## config.mk

```make
export PLATFORM = sky130hd
export DESIGN_NAME = multichannel_pulse_train_gen
export DESIGN_NICKNAME = d
export VERILOG_FILES = /design/src/design/mptg_pkg.sv /design/src/design/mptg_cmd_dec.sv /design/src/design/mptg_chan.sv /design/src/design/multichannel_pulse_train_gen.sv
export SDC_FILE = /design/constraint.sdc
export NUM_CORES = 1
export LEC_CHECK = 0
export BUFFER_PORTS_ARGS = -buffer_cell sky130_fd_sc_hd__buf_2
export CAP_MARGIN = 40
export CORE_MARGIN = 5
export CORE_UTILIZATION = 45
export CTS_BUF_LIST = sky130_fd_sc_hd__clkbuf_8
export DETAILED_ROUTE_END_ITERATION = 7
export SYNTH_ARGS = -nofsm -noshare
export SYNTH_HDL_FRONTEND = slang
export SYNTH_SLANG_ARGS = --single-unit
```

## constraint.sdc

```tcl
create_clock -name i_clk -period 7.7 [get_ports i_clk]
set_input_delay 1.54 -clock i_clk [delete_from_list [all_inputs] [get_ports i_clk]]
set_output_delay 1.54 -clock i_clk [all_outputs]
set_load 0.01 [all_outputs]
```

## src/design/mptg_pkg.sv

```systemverilog
`default_nettype none

package mptg_pkg;

    // Field widths of the stream payloads
    localparam int KIND_W = 3;
    localparam int CHAN_W = 3;
    localparam int DUR_W  = 16;
    localparam int CNT_W  = 14;
    localparam int GATE_W = 3;
    localparam int MODE_W = 2;
    localparam int STAT_W = 2;

    // Range limits and reset values
    localparam logic [DUR_W-1:0] DUR_MIN     = 16'd1;
    localparam logic [DUR_W-1:0] DUR_MAX     = 16'd60000;
    localparam logic [CNT_W-1:0] CNT_MIN     = 14'd1;
    localparam logic [CNT_W-1:0] CNT_MAX     = 14'd10000;
    localparam logic [DUR_W-1:0] DUR_RESET   = 16'd100;
    localparam logic [DUR_W-1:0] ELAPSED_MAX = 16'hFFFF;

    // Kind of an input transaction; codes five to seven carry no command
    typedef enum logic [KIND_W-1:0] {
        KIND_TICK      = 3'd0,
        KIND_SET_OFF   = 3'd1,
        KIND_SET_DC    = 3'd2,
        KIND_SET_PULSE = 3'd3,
        KIND_STOP_ALL  = 3'd4
    } t_kind;

    typedef enum logic [MODE_W-1:0] {
        MODE_OFF   = 2'd0,
        MODE_DC    = 2'd1,
        MODE_PULSE = 2'd2,
        MODE_TRAIN = 2'd3
    } t_mode;

    typedef enum logic [STAT_W-1:0] {
        STATUS_OK           = 2'd0,
        STATUS_BAD_CHANNEL  = 2'd1,
        STATUS_BAD_DURATION = 2'd2,
        STATUS_BAD_COUNT    = 2'd3
    } t_status;

    // Decoded command, shared by all channels
    typedef struct packed {
        logic              ch_valid;
        logic [CHAN_W-1:0] ch_idx;
        t_status           status;
        logic              tick;
        logic              stop_all;
        logic              do_off;
        logic              do_dc;
        logic              do_pulse;
    } t_dec;

    // Command as seen by one channel
    typedef struct packed {
        logic             tick;
        logic             stop_all;
        logic             set_off;
        logic             set_dc;
        logic             set_pulse;
        logic [DUR_W-1:0] duration;
        logic [CNT_W-1:0] count;
    } t_chan_cmd;

endpackage

`default_nettype wire

```

## src/design/mptg_cmd_dec.sv

```systemverilog
`default_nettype none

module mptg_cmd_dec #(
    parameter int CHANNELS = 3
) (
    input  wire logic [mptg_pkg::KIND_W-1:0] i_kind,
    input  wire logic [mptg_pkg::CHAN_W-1:0] i_channel,
    input  wire logic [mptg_pkg::DUR_W-1:0]  i_duration,
    input  wire logic [mptg_pkg::CNT_W-1:0]  i_count,
    output mptg_pkg::t_dec                   o_dec
);

    logic ch_valid;

    // A channel number is valid from one up to the number of channels.
    assign ch_valid = (i_channel != '0) && (32'(i_channel) <= 32'(CHANNELS));

    // Range checks in order: channel, then duration, then count.
    always_comb begin
        o_dec          = '0;
        o_dec.ch_valid = ch_valid;
        o_dec.ch_idx   = ch_valid ? (i_channel - mptg_pkg::CHAN_W'(1)) : '0;
        o_dec.status   = mptg_pkg::STATUS_OK;
        case (mptg_pkg::t_kind'(i_kind))
            mptg_pkg::KIND_TICK: begin
                o_dec.tick = 1'b1;
            end
            mptg_pkg::KIND_SET_OFF: begin
                if (!ch_valid) begin
                    o_dec.status = mptg_pkg::STATUS_BAD_CHANNEL;
                end else begin
                    o_dec.do_off = 1'b1;
                end
            end
            mptg_pkg::KIND_SET_DC: begin
                if (!ch_valid) begin
                    o_dec.status = mptg_pkg::STATUS_BAD_CHANNEL;
                end else begin
                    o_dec.do_dc = 1'b1;
                end
            end
            mptg_pkg::KIND_SET_PULSE: begin
                if (!ch_valid) begin
                    o_dec.status = mptg_pkg::STATUS_BAD_CHANNEL;
                end else if (i_duration < mptg_pkg::DUR_MIN ||
                             i_duration > mptg_pkg::DUR_MAX) begin
                    o_dec.status = mptg_pkg::STATUS_BAD_DURATION;
                end else if (i_count < mptg_pkg::CNT_MIN ||
                             i_count > mptg_pkg::CNT_MAX) begin
                    o_dec.status = mptg_pkg::STATUS_BAD_COUNT;
                end else begin
                    o_dec.do_pulse = 1'b1;
                end
            end
            mptg_pkg::KIND_STOP_ALL: begin
                o_dec.stop_all = 1'b1;
            end
            default: begin
            end
        endcase
    end

endmodule

`default_nettype wire

```

## src/design/mptg_chan.sv

```systemverilog
`default_nettype none

module mptg_chan (
    input  wire logic                       i_clk,
    input  wire logic                       i_rst_n,
    input  wire logic                       i_en,
    input  wire mptg_pkg::t_chan_cmd        i_cmd,
    output logic                            o_level,
    output mptg_pkg::t_mode                 o_mode,
    output logic [mptg_pkg::CNT_W-1:0]      o_remaining
);

    mptg_pkg::t_mode                 r_mode;
    logic [mptg_pkg::DUR_W-1:0]      r_duration;
    logic [mptg_pkg::CNT_W-1:0]      r_remaining;
    logic [mptg_pkg::DUR_W-1:0]      r_elapsed;
    logic                            r_in_gap;

    mptg_pkg::t_mode                 n_mode;
    logic [mptg_pkg::DUR_W-1:0]      n_duration;
    logic [mptg_pkg::CNT_W-1:0]      n_remaining;
    logic [mptg_pkg::DUR_W-1:0]      n_elapsed;
    logic                            n_in_gap;
    logic                            n_level;

    // Values after the tick and the command, before the phase rules
    mptg_pkg::t_mode                 cmd_mode;
    logic [mptg_pkg::CNT_W-1:0]      cmd_remaining;
    logic [mptg_pkg::DUR_W-1:0]      cmd_elapsed;
    logic                            cmd_in_gap;
    logic                            in_high;

    // Tick and command stage.
    always_comb begin
        cmd_mode      = r_mode;
        cmd_remaining = r_remaining;
        cmd_elapsed   = r_elapsed;
        cmd_in_gap    = r_in_gap;
        n_duration    = r_duration;
        if (i_cmd.tick && r_elapsed != mptg_pkg::ELAPSED_MAX) begin
            cmd_elapsed = r_elapsed + mptg_pkg::DUR_W'(1);
        end
        if (i_cmd.stop_all || i_cmd.set_off || i_cmd.set_dc) begin
            cmd_mode      = i_cmd.set_dc ? mptg_pkg::MODE_DC : mptg_pkg::MODE_OFF;
            cmd_remaining = '0;
            cmd_in_gap    = 1'b0;
        end
        if (i_cmd.set_pulse) begin
            cmd_mode      = (i_cmd.count <= mptg_pkg::CNT_MIN) ? mptg_pkg::MODE_PULSE
                                                               : mptg_pkg::MODE_TRAIN;
            n_duration    = i_cmd.duration;
            cmd_remaining = i_cmd.count;
            cmd_elapsed   = '0;
            cmd_in_gap    = 1'b0;
        end
    end

    assign in_high = (cmd_elapsed < n_duration);

    // Phase rules.
    always_comb begin
        n_mode      = cmd_mode;
        n_remaining = cmd_remaining;
        n_elapsed   = cmd_elapsed;
        n_in_gap    = cmd_in_gap;
        n_level     = 1'b0;
        case (cmd_mode)
            mptg_pkg::MODE_DC: begin
                n_level = 1'b1;
            end
            mptg_pkg::MODE_PULSE: begin
                if (in_high) begin
                    n_level = 1'b1;
                end else begin
                    n_mode      = mptg_pkg::MODE_OFF;
                    n_remaining = '0;
                end
            end
            mptg_pkg::MODE_TRAIN: begin
                if (cmd_remaining == '0) begin
                    n_mode   = mptg_pkg::MODE_OFF;
                    n_in_gap = 1'b0;
                end else if (cmd_in_gap) begin
                    // End of the gap restarts the high phase at once.
                    if (!in_high) begin
                        n_in_gap  = 1'b0;
                        n_elapsed = '0;
                        n_level   = (n_duration != '0);
                    end
                end else if (in_high) begin
                    n_level = 1'b1;
                end else begin
                    n_remaining = cmd_remaining - mptg_pkg::CNT_W'(1);
                    if (cmd_remaining == mptg_pkg::CNT_W'(1)) begin
                        n_mode   = mptg_pkg::MODE_OFF;
                        n_in_gap = 1'b0;
                    end else begin
                        n_in_gap  = 1'b1;
                        n_elapsed = '0;
                    end
                end
            end
            default: begin
            end
        endcase
    end

    // Channel state registers.
    always_ff @(posedge i_clk) begin
        if (!i_rst_n) begin
            r_mode      <= mptg_pkg::MODE_OFF;
            r_duration  <= mptg_pkg::DUR_RESET;
            r_remaining <= '0;
            r_elapsed   <= '0;
            r_in_gap    <= 1'b0;
        end else if (i_en) begin
            r_mode      <= n_mode;
            r_duration  <= n_duration;
            r_remaining <= n_remaining;
            r_elapsed   <= n_elapsed;
            r_in_gap    <= n_in_gap;
        end
    end

    assign o_level     = n_level;
    assign o_mode      = n_mode;
    assign o_remaining = n_remaining;

endmodule

`default_nettype wire

```

## src/design/multichannel_pulse_train_gen.sv

```systemverilog
// Channel   Direction  Signals                         Content
// s_axis    in         tvalid, tready, tdata, tuser    tuser: kind; tdata: command
// m_axis    out        tvalid, tready, tdata           tdata: gates, status, mode, pulses
//
// Every transaction gives one result: it waits in the input register, is loaded into
// the result register once that register is free and is held there until taken;
// one transaction is taken per cycle while the output does not stall. All channel
// counters are updated together as a transaction moves between the two registers.
// Reset is synchronous and empties both registers; a stall on the output holds the
// result and, once the input register is full, holds s_axis_tready low.
`default_nettype none

module multichannel_pulse_train_gen #(
    parameter int CHANNELS = 3
) (
    input  wire logic        i_clk,
    input  wire logic        i_rst_n,
    input  wire logic        s_axis_tvalid,
    output logic             s_axis_tready,
    // [2:0] channel, [18:3] duration, [32:19] pulse_count, [39:33] zero
    input  wire logic [39:0] s_axis_tdata,
    // [2:0] kind
    input  wire logic [2:0]  s_axis_tuser,
    output logic             m_axis_tvalid,
    input  wire logic        m_axis_tready,
    // [2:0] gate_levels, [4:3] status, [6:5] channel_mode, [20:7] pulses_left,
    // [23:21] zero
    output logic [23:0]      m_axis_tdata
);

    localparam int GW = mptg_pkg::GATE_W;

    logic                            r_in_valid;
    logic [mptg_pkg::KIND_W-1:0]     r_kind;
    logic [mptg_pkg::CHAN_W-1:0]     r_channel;
    logic [mptg_pkg::DUR_W-1:0]      r_duration;
    logic [mptg_pkg::CNT_W-1:0]      r_count;

    logic                            r_out_valid;
    logic [GW-1:0]                   r_out_gates;
    mptg_pkg::t_status               r_out_status;
    mptg_pkg::t_mode                 r_out_mode;
    logic [mptg_pkg::CNT_W-1:0]      r_out_pulses;

    logic                            move;
    logic                            in_accept;
    mptg_pkg::t_dec                  dec;
    logic [CHANNELS-1:0]             ch_level;
    mptg_pkg::t_mode                 ch_mode [CHANNELS];
    logic [mptg_pkg::CNT_W-1:0]      ch_remaining [CHANNELS];
    logic [GW+CHANNELS-1:0]          gates_padded;
    mptg_pkg::t_mode                 sel_mode;
    logic [mptg_pkg::CNT_W-1:0]      sel_remaining;

    // Handshake: the held transaction moves on when the result register is free.
    assign move          = r_in_valid && (!r_out_valid || m_axis_tready);
    assign s_axis_tready = !r_in_valid || move;
    assign in_accept     = s_axis_tvalid && s_axis_tready;

    // Input register.
    always_ff @(posedge i_clk) begin
        if (!i_rst_n) begin
            r_in_valid <= 1'b0;
        end else if (in_accept) begin
            r_in_valid <= 1'b1;
        end else if (move) begin
            r_in_valid <= 1'b0;
        end
    end

    always_ff @(posedge i_clk) begin
        if (in_accept) begin
            r_kind     <= s_axis_tuser;
            r_channel  <= s_axis_tdata[2:0];
            r_duration <= s_axis_tdata[18:3];
            r_count    <= s_axis_tdata[32:19];
        end
    end

    // Command decode and range checks.
    mptg_cmd_dec #(
        .CHANNELS (CHANNELS)
    ) u_dec (
        .i_kind     (r_kind),
        .i_channel  (r_channel),
        .i_duration (r_duration),
        .i_count    (r_count),
        .o_dec      (dec)
    );

    // One state slice per channel.
    for (genvar c = 0; c < CHANNELS; c++) begin : g_chan
        mptg_pkg::t_chan_cmd cmd;
        logic                hit;

        assign hit           = (dec.ch_idx == mptg_pkg::CHAN_W'(c));
        assign cmd.tick      = dec.tick;
        assign cmd.stop_all  = dec.stop_all;
        assign cmd.set_off   = dec.do_off && hit;
        assign cmd.set_dc    = dec.do_dc && hit;
        assign cmd.set_pulse = dec.do_pulse && hit;
        assign cmd.duration  = r_duration;
        assign cmd.count     = r_count;

        mptg_chan u_chan (
            .i_clk       (i_clk),
            .i_rst_n     (i_rst_n),
            .i_en        (move),
            .i_cmd       (cmd),
            .o_level     (ch_level[c]),
            .o_mode      (ch_mode[c]),
            .o_remaining (ch_remaining[c])
        );
    end

    // Only the lowest channels fit into the gate field.
    assign gates_padded = {{GW{1'b0}}, ch_level};

    // Mode and pulse count of the addressed channel.
    always_comb begin
        sel_mode      = mptg_pkg::MODE_OFF;
        sel_remaining = '0;
        for (int c = 0; c < CHANNELS; c++) begin
            if (dec.ch_valid && dec.ch_idx == mptg_pkg::CHAN_W'(c)) begin
                sel_mode      = ch_mode[c];
                sel_remaining = ch_remaining[c];
            end
        end
    end

    // Result register.
    always_ff @(posedge i_clk) begin
        if (!i_rst_n) begin
            r_out_valid <= 1'b0;
        end else if (move) begin
            r_out_valid <= 1'b1;
        end else if (m_axis_tready) begin
            r_out_valid <= 1'b0;
        end
    end

    always_ff @(posedge i_clk) begin
        if (move) begin
            r_out_gates  <= gates_padded[GW-1:0];
            r_out_status <= dec.status;
            r_out_mode   <= sel_mode;
            r_out_pulses <= sel_remaining;
        end
    end

    assign m_axis_tvalid = r_out_valid;
    assign m_axis_tdata  = {3'b000, r_out_pulses, r_out_mode, r_out_status, r_out_gates};

endmodule

`default_nettype wire

```

# Yosys cells after proc, flatten, opt, wreduce, memory -nomap -nowiden
# Cells that the tools add are included.
# classes
add_sub_neg	7
n_lt_le_gt_ge	9
n_eq_ne	21
mux	137
n_reduce_logical	42
# op_table
cell	n
$mux W16	27
$mux W14	21
$pmux W14 S2	3
$mux W2	27
$mux W1	51
$add A16 B1 Y16 const B	3
$lt A16 B16 Y1	3
$ne A16 B16 Y1 const B	3
$reduce_bool A16 Y1	3
$eq A14 B1 Y1 const B	3
$logic_not A14 Y1	3
$sub A14 B1 Y14 const B	3
$logic_and A1 B1 Y1	18
$gt A16 B16 Y1 const B	1
$lt A16 B1 Y1 const B	1
$pmux W2 S2	4
$gt A14 B14 Y1 const B	1
$le A14 B1 Y1 const B	1
$lt A14 B1 Y1 const B	1
$eq A2 B2 Y1 const B	6
$logic_or A1 B1 Y1	10
$eq A3 B2 Y1 const B	3
$pmux W1 S3	3
$eq A2 B1 Y1 const B	3
other kinds (10)	14
# word_totals
ff_bits	206
input_bits	47
out_inout_bits	26
elab_cells	241

# Logic depth before layout (Yosys ltp)
# logic_depth
ltp_word	18
depth_mapped	27
mapped_depth_nobuf	22

# By module
# A second synthesis with hierarchy kept.
# hier_totals
hier_cells	1812
hier_area_um2	14620.3
# by_module_without_submodules
module	instances	cells_each	area_each_um2	seq_area_each_um2
mptg_chan at g_chan[1].u_chan ...	2	538	3911.3	980.9
mptg_chan at g_chan[0].u_chan	1	562	4103.9	980.9
multichannel_pulse_train_gen	1	124	2339.7	1751.7
mptg_cmd_dec	1	50	354.1	0.0

# Least setup slack after synthesis
# Ideal clock, no wire load.
# synth_path
kind	reg-to-reg
startpoint	register r_channel[0] (netlist bit)
endpoint	register r_out_pulses[0] (netlist bit) (data pin)
setup_ns	0.158
arrival_ns	6.025
t_required_ns	7.542
slack_ns	1.517
path_stages_with_launch	28
n_path_buf	8
synth_period_minus_slack_ns	6.183
cell_sequence	edfxtp_1 buf_2 inv_1 ha_1 or4b_4 nand2b_4 buf_6 a211oi_2 and3_1 buf_2 buf_2 clkbuf_1 clkbuf_1 nor2_1 ha_1 a21o_1 a21o_1 a2111oi_0 o21bai_1 a221o_1 nor2_1 buf_4 buf_2 ha_1 mux2_1 o211ai_1 nand3_1 o211ai_1
# synth_via
elab_chain_cells	17
word_cells_on_any_way	91
classes_between	4 x add/sub; 4 x order compare; 8 x eq/ne; 51 x mux; 24 x reduce/logical
# synth_rtl
element	line_no	source
from (decl)	multichannel_pulse_train_gen.sv:35	logic [mptg_pkg::CHAN_W-1:0] r_channel;
from (signal assigned)	multichannel_pulse_train_gen.sv:74	r_channel <= s_axis_tdata[2:0];
$le A3 B2 Y1 / $reduce_bool A3 Y1 (equally long branches)	mptg_cmd_dec.sv:16	assign ch_valid = (i_channel != '0) && (32'(i_channel) <= 32'(CHANNELS));
$logic_and A1 B1 Y1	mptg_cmd_dec.sv:16	
$mux W3 / $mux W1 (equally long branches)	mptg_cmd_dec.sv:22, mptg_cmd_dec.sv:29, mptg_cmd_dec.sv:36	
$logic_not A3 Y1 / $mux W1 (equally long branches)	multichannel_pulse_train_gen.sv:96, multichannel_pulse_train_gen.sv:124, mptg_cmd_dec.sv:24	
$logic_and A1 B1 Y1	multichannel_pulse_train_gen.sv:99	assign cmd.set_off = dec.do_off && hit;
$logic_or A1 B1 Y1 (2 in series)	mptg_chan.sv:43	if (i_cmd.stop_all || i_cmd.set_off || i_cmd.set_dc) begin
$mux W14	mptg_chan.sv:43	
$mux W14	mptg_chan.sv:48	if (i_cmd.set_pulse) begin
$sub A14 B1 Y14	mptg_chan.sv:93	n_remaining = cmd_remaining - mptg_pkg::CNT_W'(1);
$mux W14	mptg_chan.sv:90	end else if (in_high) begin
$mux W14	mptg_chan.sv:83	end else if (cmd_in_gap) begin
$mux W14	mptg_chan.sv:80	if (cmd_remaining == '0) begin
$pmux W14 S2	mptg_chan.sv:67	case (cmd_mode)
$mux W14 (2 in series)	multichannel_pulse_train_gen.sv:124	if (dec.ch_valid && dec.ch_idx == mptg_pkg::CHAN_W'(c)) begin
$mux W14 *	multichannel_pulse_train_gen.sv:124	
named net sel_remaining (one bit)	multichannel_pulse_train_gen.sv:53	logic [mptg_pkg::CNT_W-1:0] sel_remaining;
to (signal assigned)	multichannel_pulse_train_gen.sv:147	r_out_pulses <= sel_remaining;
to (decl)	multichannel_pulse_train_gen.sv:43	logic [mptg_pkg::CNT_W-1:0] r_out_pulses;
# Mark *: on every way through the listed nets, which the timed path passes. The rest lies on a longest branch.
# A chain may end at the register's enable or synchronous reset.

# Worst setup path in the final report
# layout_path
startpoint	register r_channel[0] (netlist bit)
endpoint	register r_out_pulses[8] (netlist bit) (data pin)
# Same word-level chain as after synthesis.

==> flow_metrics.tcl <==
set metrics [dict create \
    setup_viol 0 \
    arrival_ns 6.92 \
    drc 0 \
    final_cell_area_sq_um 15400 \
    comb_power_share_pct 14.3 \
    dr.first_iter.drc_count 1186 \
    routabilityCongestion 0.961 \
    slowest_delay_ns 0.87 \
    wire_per_inst_microns 21.3 \
    port_buffers 62 \
    r2r_slack_ns 1.08 \
    p_per_area_nw_per_um2 178 \
    peakVddDrop_v 0.000144 \
    final_layout_size_suffix_gt1_share_pct 11.1 \
    row_count 64 \
    antenna_cells 0 \
    antenna_found_initial 0 \
    die_height_microns 187 \
    hold_viol 0 \
    worstMarginPinSlew_ns 0.882 \
    place_area_sq_um 14600 \
    crit_fanout 34 \
    viasPerCell 6.23 \
    crit_chain "inv_1, ha_1, nor2_1, nand3_2, a211oi_1, and3_2, mux2i_1, ha_1, nand4_1, or4_1, a41o_1, a21oi_4, inv_2, nor3_2, o211ai_1, xor2_1, a21oi_1, nand4_1" \
    firstDrtPassIters 5 \
    synth_cell_types 94 \
    ant_nets 0 \
    drv_cap 0 \
    p_clk_share_pct 41.1 \
    dp_hpwl_microns 32600 \
    fmax_mhz 151 \
    timing.rr.start "r_channel[0]" \
    critPathLaunchType "flip-flop" \
    synthArstFlopShare_pct 0 \
    vias 13600 \
    holdBufCountCts 0 \
    die_area_sq_um 34800 \
    clock_latency_ns 0.58 \
    fp.dieW_microns 187 \
    track_usage_pct 25.3 \
    rsz0062_at_grt "false" \
    cts_setup_buffers 0 \
    cts_made_buffers 40 \
    grt_pass1_wl_microns 72200 \
    cp.required_ns 8.00 \
    yosys-top-cells-area "dfxtp_1 (21%), edfxtp_1 (12%), nor2_1 (6.0%)" \
    final.period_utilization_pct 86.0 \
    area_delta_synth_final_pct 9.70 \
    netSwitchingFraction_pct 29.9 \
    yosysWarnings 0 \
    initial_utilization_pct 45.8 \
    p_sw_w 0.000821 \
    worstSetupEndpointType "flip-flop" \
    grt-ovfl-total 0 \
    crit_slowest_cell "and3_2" \
    clk_path_buf_depth 3 \
    cts.sinks 206 \
    critical_path_class "flip-flop to flip-flop" \
    synth_edf_count 57 \
    finalCriticalPeriod_ns 6.62 \
    ys.flop_type "dfxtp_1" \
    clk_pin_slew_ns 0.07 \
    cts_tree "built" \
    grt_pass1_vias 12800 \
    p_seq_share_pct 44.5 \
    outcome "complete, no violations" \
    tns_ns 0 \
    relSlewSlack_pct 41.2 \
    yosys_register_bits 206 \
    synth_top_area_share_pct 21.2 \
    cts-root-buf "clkbuf_8" \
    netlist_instances 1732 \
    worstHoldEndpoint "g_chan[0].u_chan.r_duration[2]" \
    slew_viol_final 0 \
    internal_power_w 0.00193 \
    io_pins 73 \
    grt_max_degree 107 \
    finClkSkew_ns 0.0272 \
    htreeDepth 2 \
    hold_depth 2 \
    post_cts_resized 0 \
    yosys.area.top_type "dfxtp_1" \
    r2r-end "r_out_pulses[8]" \
    holdWs_ns 0.481 \
    hold_class "flip-flop to flip-flop" \
    ys_seq_area_share_pct 33.4 \
    hold_path.startpoint "g_chan[0].u_chan.r_duration[2]" \
    power_leakage_nw 5.77 \
    syn_area_sq_um 14000 \
    totalWireLength_microns 46500 \
    reg2regPathDepth 18 \
    p_total_w 0.00275 \
    avgSynthCellArea_sq_um 8.11 \
    core_sq_um 30700 \
    nets 1859 \
]
-- placed cells by master (no fill, tap or decap), drive strengths merged, types with 8 or more instances in the layout --
master and n:
xor2 34, ha 62, edfxtp 57, buf 91
nor3 46, nor4 18, o211ai 35, nor2 227
clkinv 11, o21a 8, and2 13, nand3 83
a21o 11, a21oi 139, a211oi 55, clkbuf 47
or4 14, dfxtp 149, mux2i 66, xnor2 26
a22oi 30, nand2 150, o21ai 104, o221ai 10
nand2b 11, or2 8, or3 21, and3 44
inv 35, nand4 52, a31oi 17
-- cell families after synthesis --
group | Yosys count | share of synthesized area (%)
fa+ha+maj | 62 | 5.52
mux | 72 | 5.21
xor+xnor | 60 | 3.74
other cells | 1 | 0.0267
compound gates | 478 | 22.2
flops | 206 | 33.4
buf+inv | 140 | 4.48
simple gates | 713 | 25.4
-- power by group through the flow --
stage               sequential, W  combinational [W]  clock, W
floorplan                 0.00122           0.000287         0
global placement          0.00124           0.000378         0
detailed placement        0.00124           0.000386         0
CTS                       0.00122           0.000389   0.00116
global route              0.00123           0.000435   0.00121
finish                    0.00122           0.000394   0.00113
-- worst max-delay path, delay by kind of cell, from the launching register on --
family,cells,cell delay [ns]
AND/OR/NAND/NOR,7,2.72
AO/OA/AOI/OAI,5,1.64
adder cells (fa/ha/maj),2,0.63
flip-flops,1,0.53
buffers and inverters,2,0.34
multiplexers,1,0.27
XOR/XNOR,1,0.20
-- synth_stat cells, types with 17 or more instances --
cell / instances
nor2_1: 226
nand2_1: 150
dfxtp_1: 149
a21oi_1: 138
o21ai_0: 100
nand3_1: 80
clkbuf_1: 68
mux2i_1: 65
ha_1: 62
edfxtp_1: 57
a211oi_1: 54
nand4_1: 50
and3_1: 44
nor3_1: 41
o211ai_1: 35
xor2_1: 34
a22oi_1: 30
buf_2: 27
xnor2_1: 26
inv_1: 21
or3_1: 20
nor4_1: 17
-- sequential cells by signal, summed over array words and instances (netlist names) --
signal / flops
r_count: 14
r_kind: 3
g_chan.u_chan.r_mode: 6
r_out_pulses: 14
m_axis_tvalid: 1
g_chan.u_chan.r_in_gap: 3
r_channel: 3
r_out_status: 2
g_chan.u_chan.r_elapsed: 48
r_out_gates: 3
r_duration: 16
g_chan.u_chan.r_duration: 48
r_out_mode: 2
r_in_valid: 1
g_chan.u_chan.r_remaining: 42
-- worst max path at each step --
stage | from | endpoint | slack, ns | cells after the start
final | r_channel[0] | r_out_pulses[8] | 1.08 | 18
after global routing | r_channel[0] | r_out_pulses[8] | 0.72 | 18
after CTS | r_channel[0] | r_out_pulses[8] | 1.17 | 18
after detailed placement | r_channel[0] | r_out_pulses[8] | 1.21 | 18
after global placement | r_channel[0] | r_out_pulses[12] | 1.19 | 18
after floorplan | r_channel[0] | r_out_pulses[0] | 1.52 | 27
-- stage by stage --
stage          std cells  setup slack (ns)  util, %
2_1_floorplan       1734              1.52        -
3_3_place_gp        2098              1.19     47.3
3_5_place_dp        2104              1.21     47.6
4_1_cts             2177              1.17     50.2
5_1_grt             2177             0.724     50.2
6_report            2177              1.08     50.2
-- cell type report --
cell class,count,area [sq um]
clock inverters,26,165
fillers,3050,15300
repair buffers,91,566
flip-flops and latches,206,4690
inverters,23,92.6
multi-input cells,1388,8750
clock buffers,47,647
well taps,396,495
-- layer usage --
layer / vias to the layer above / part of all wire, % / GRT usage [%]
met4: 0 / 5.3 / 12.8
met5: - / 0 / 0
met1: 6418 / 42 / 32.4
met2: 485 / 47 / 41.6
li1: 6505 / - / -
met3: 147 / 5.9 / 4.00
(Power assumes the default switching activity.)
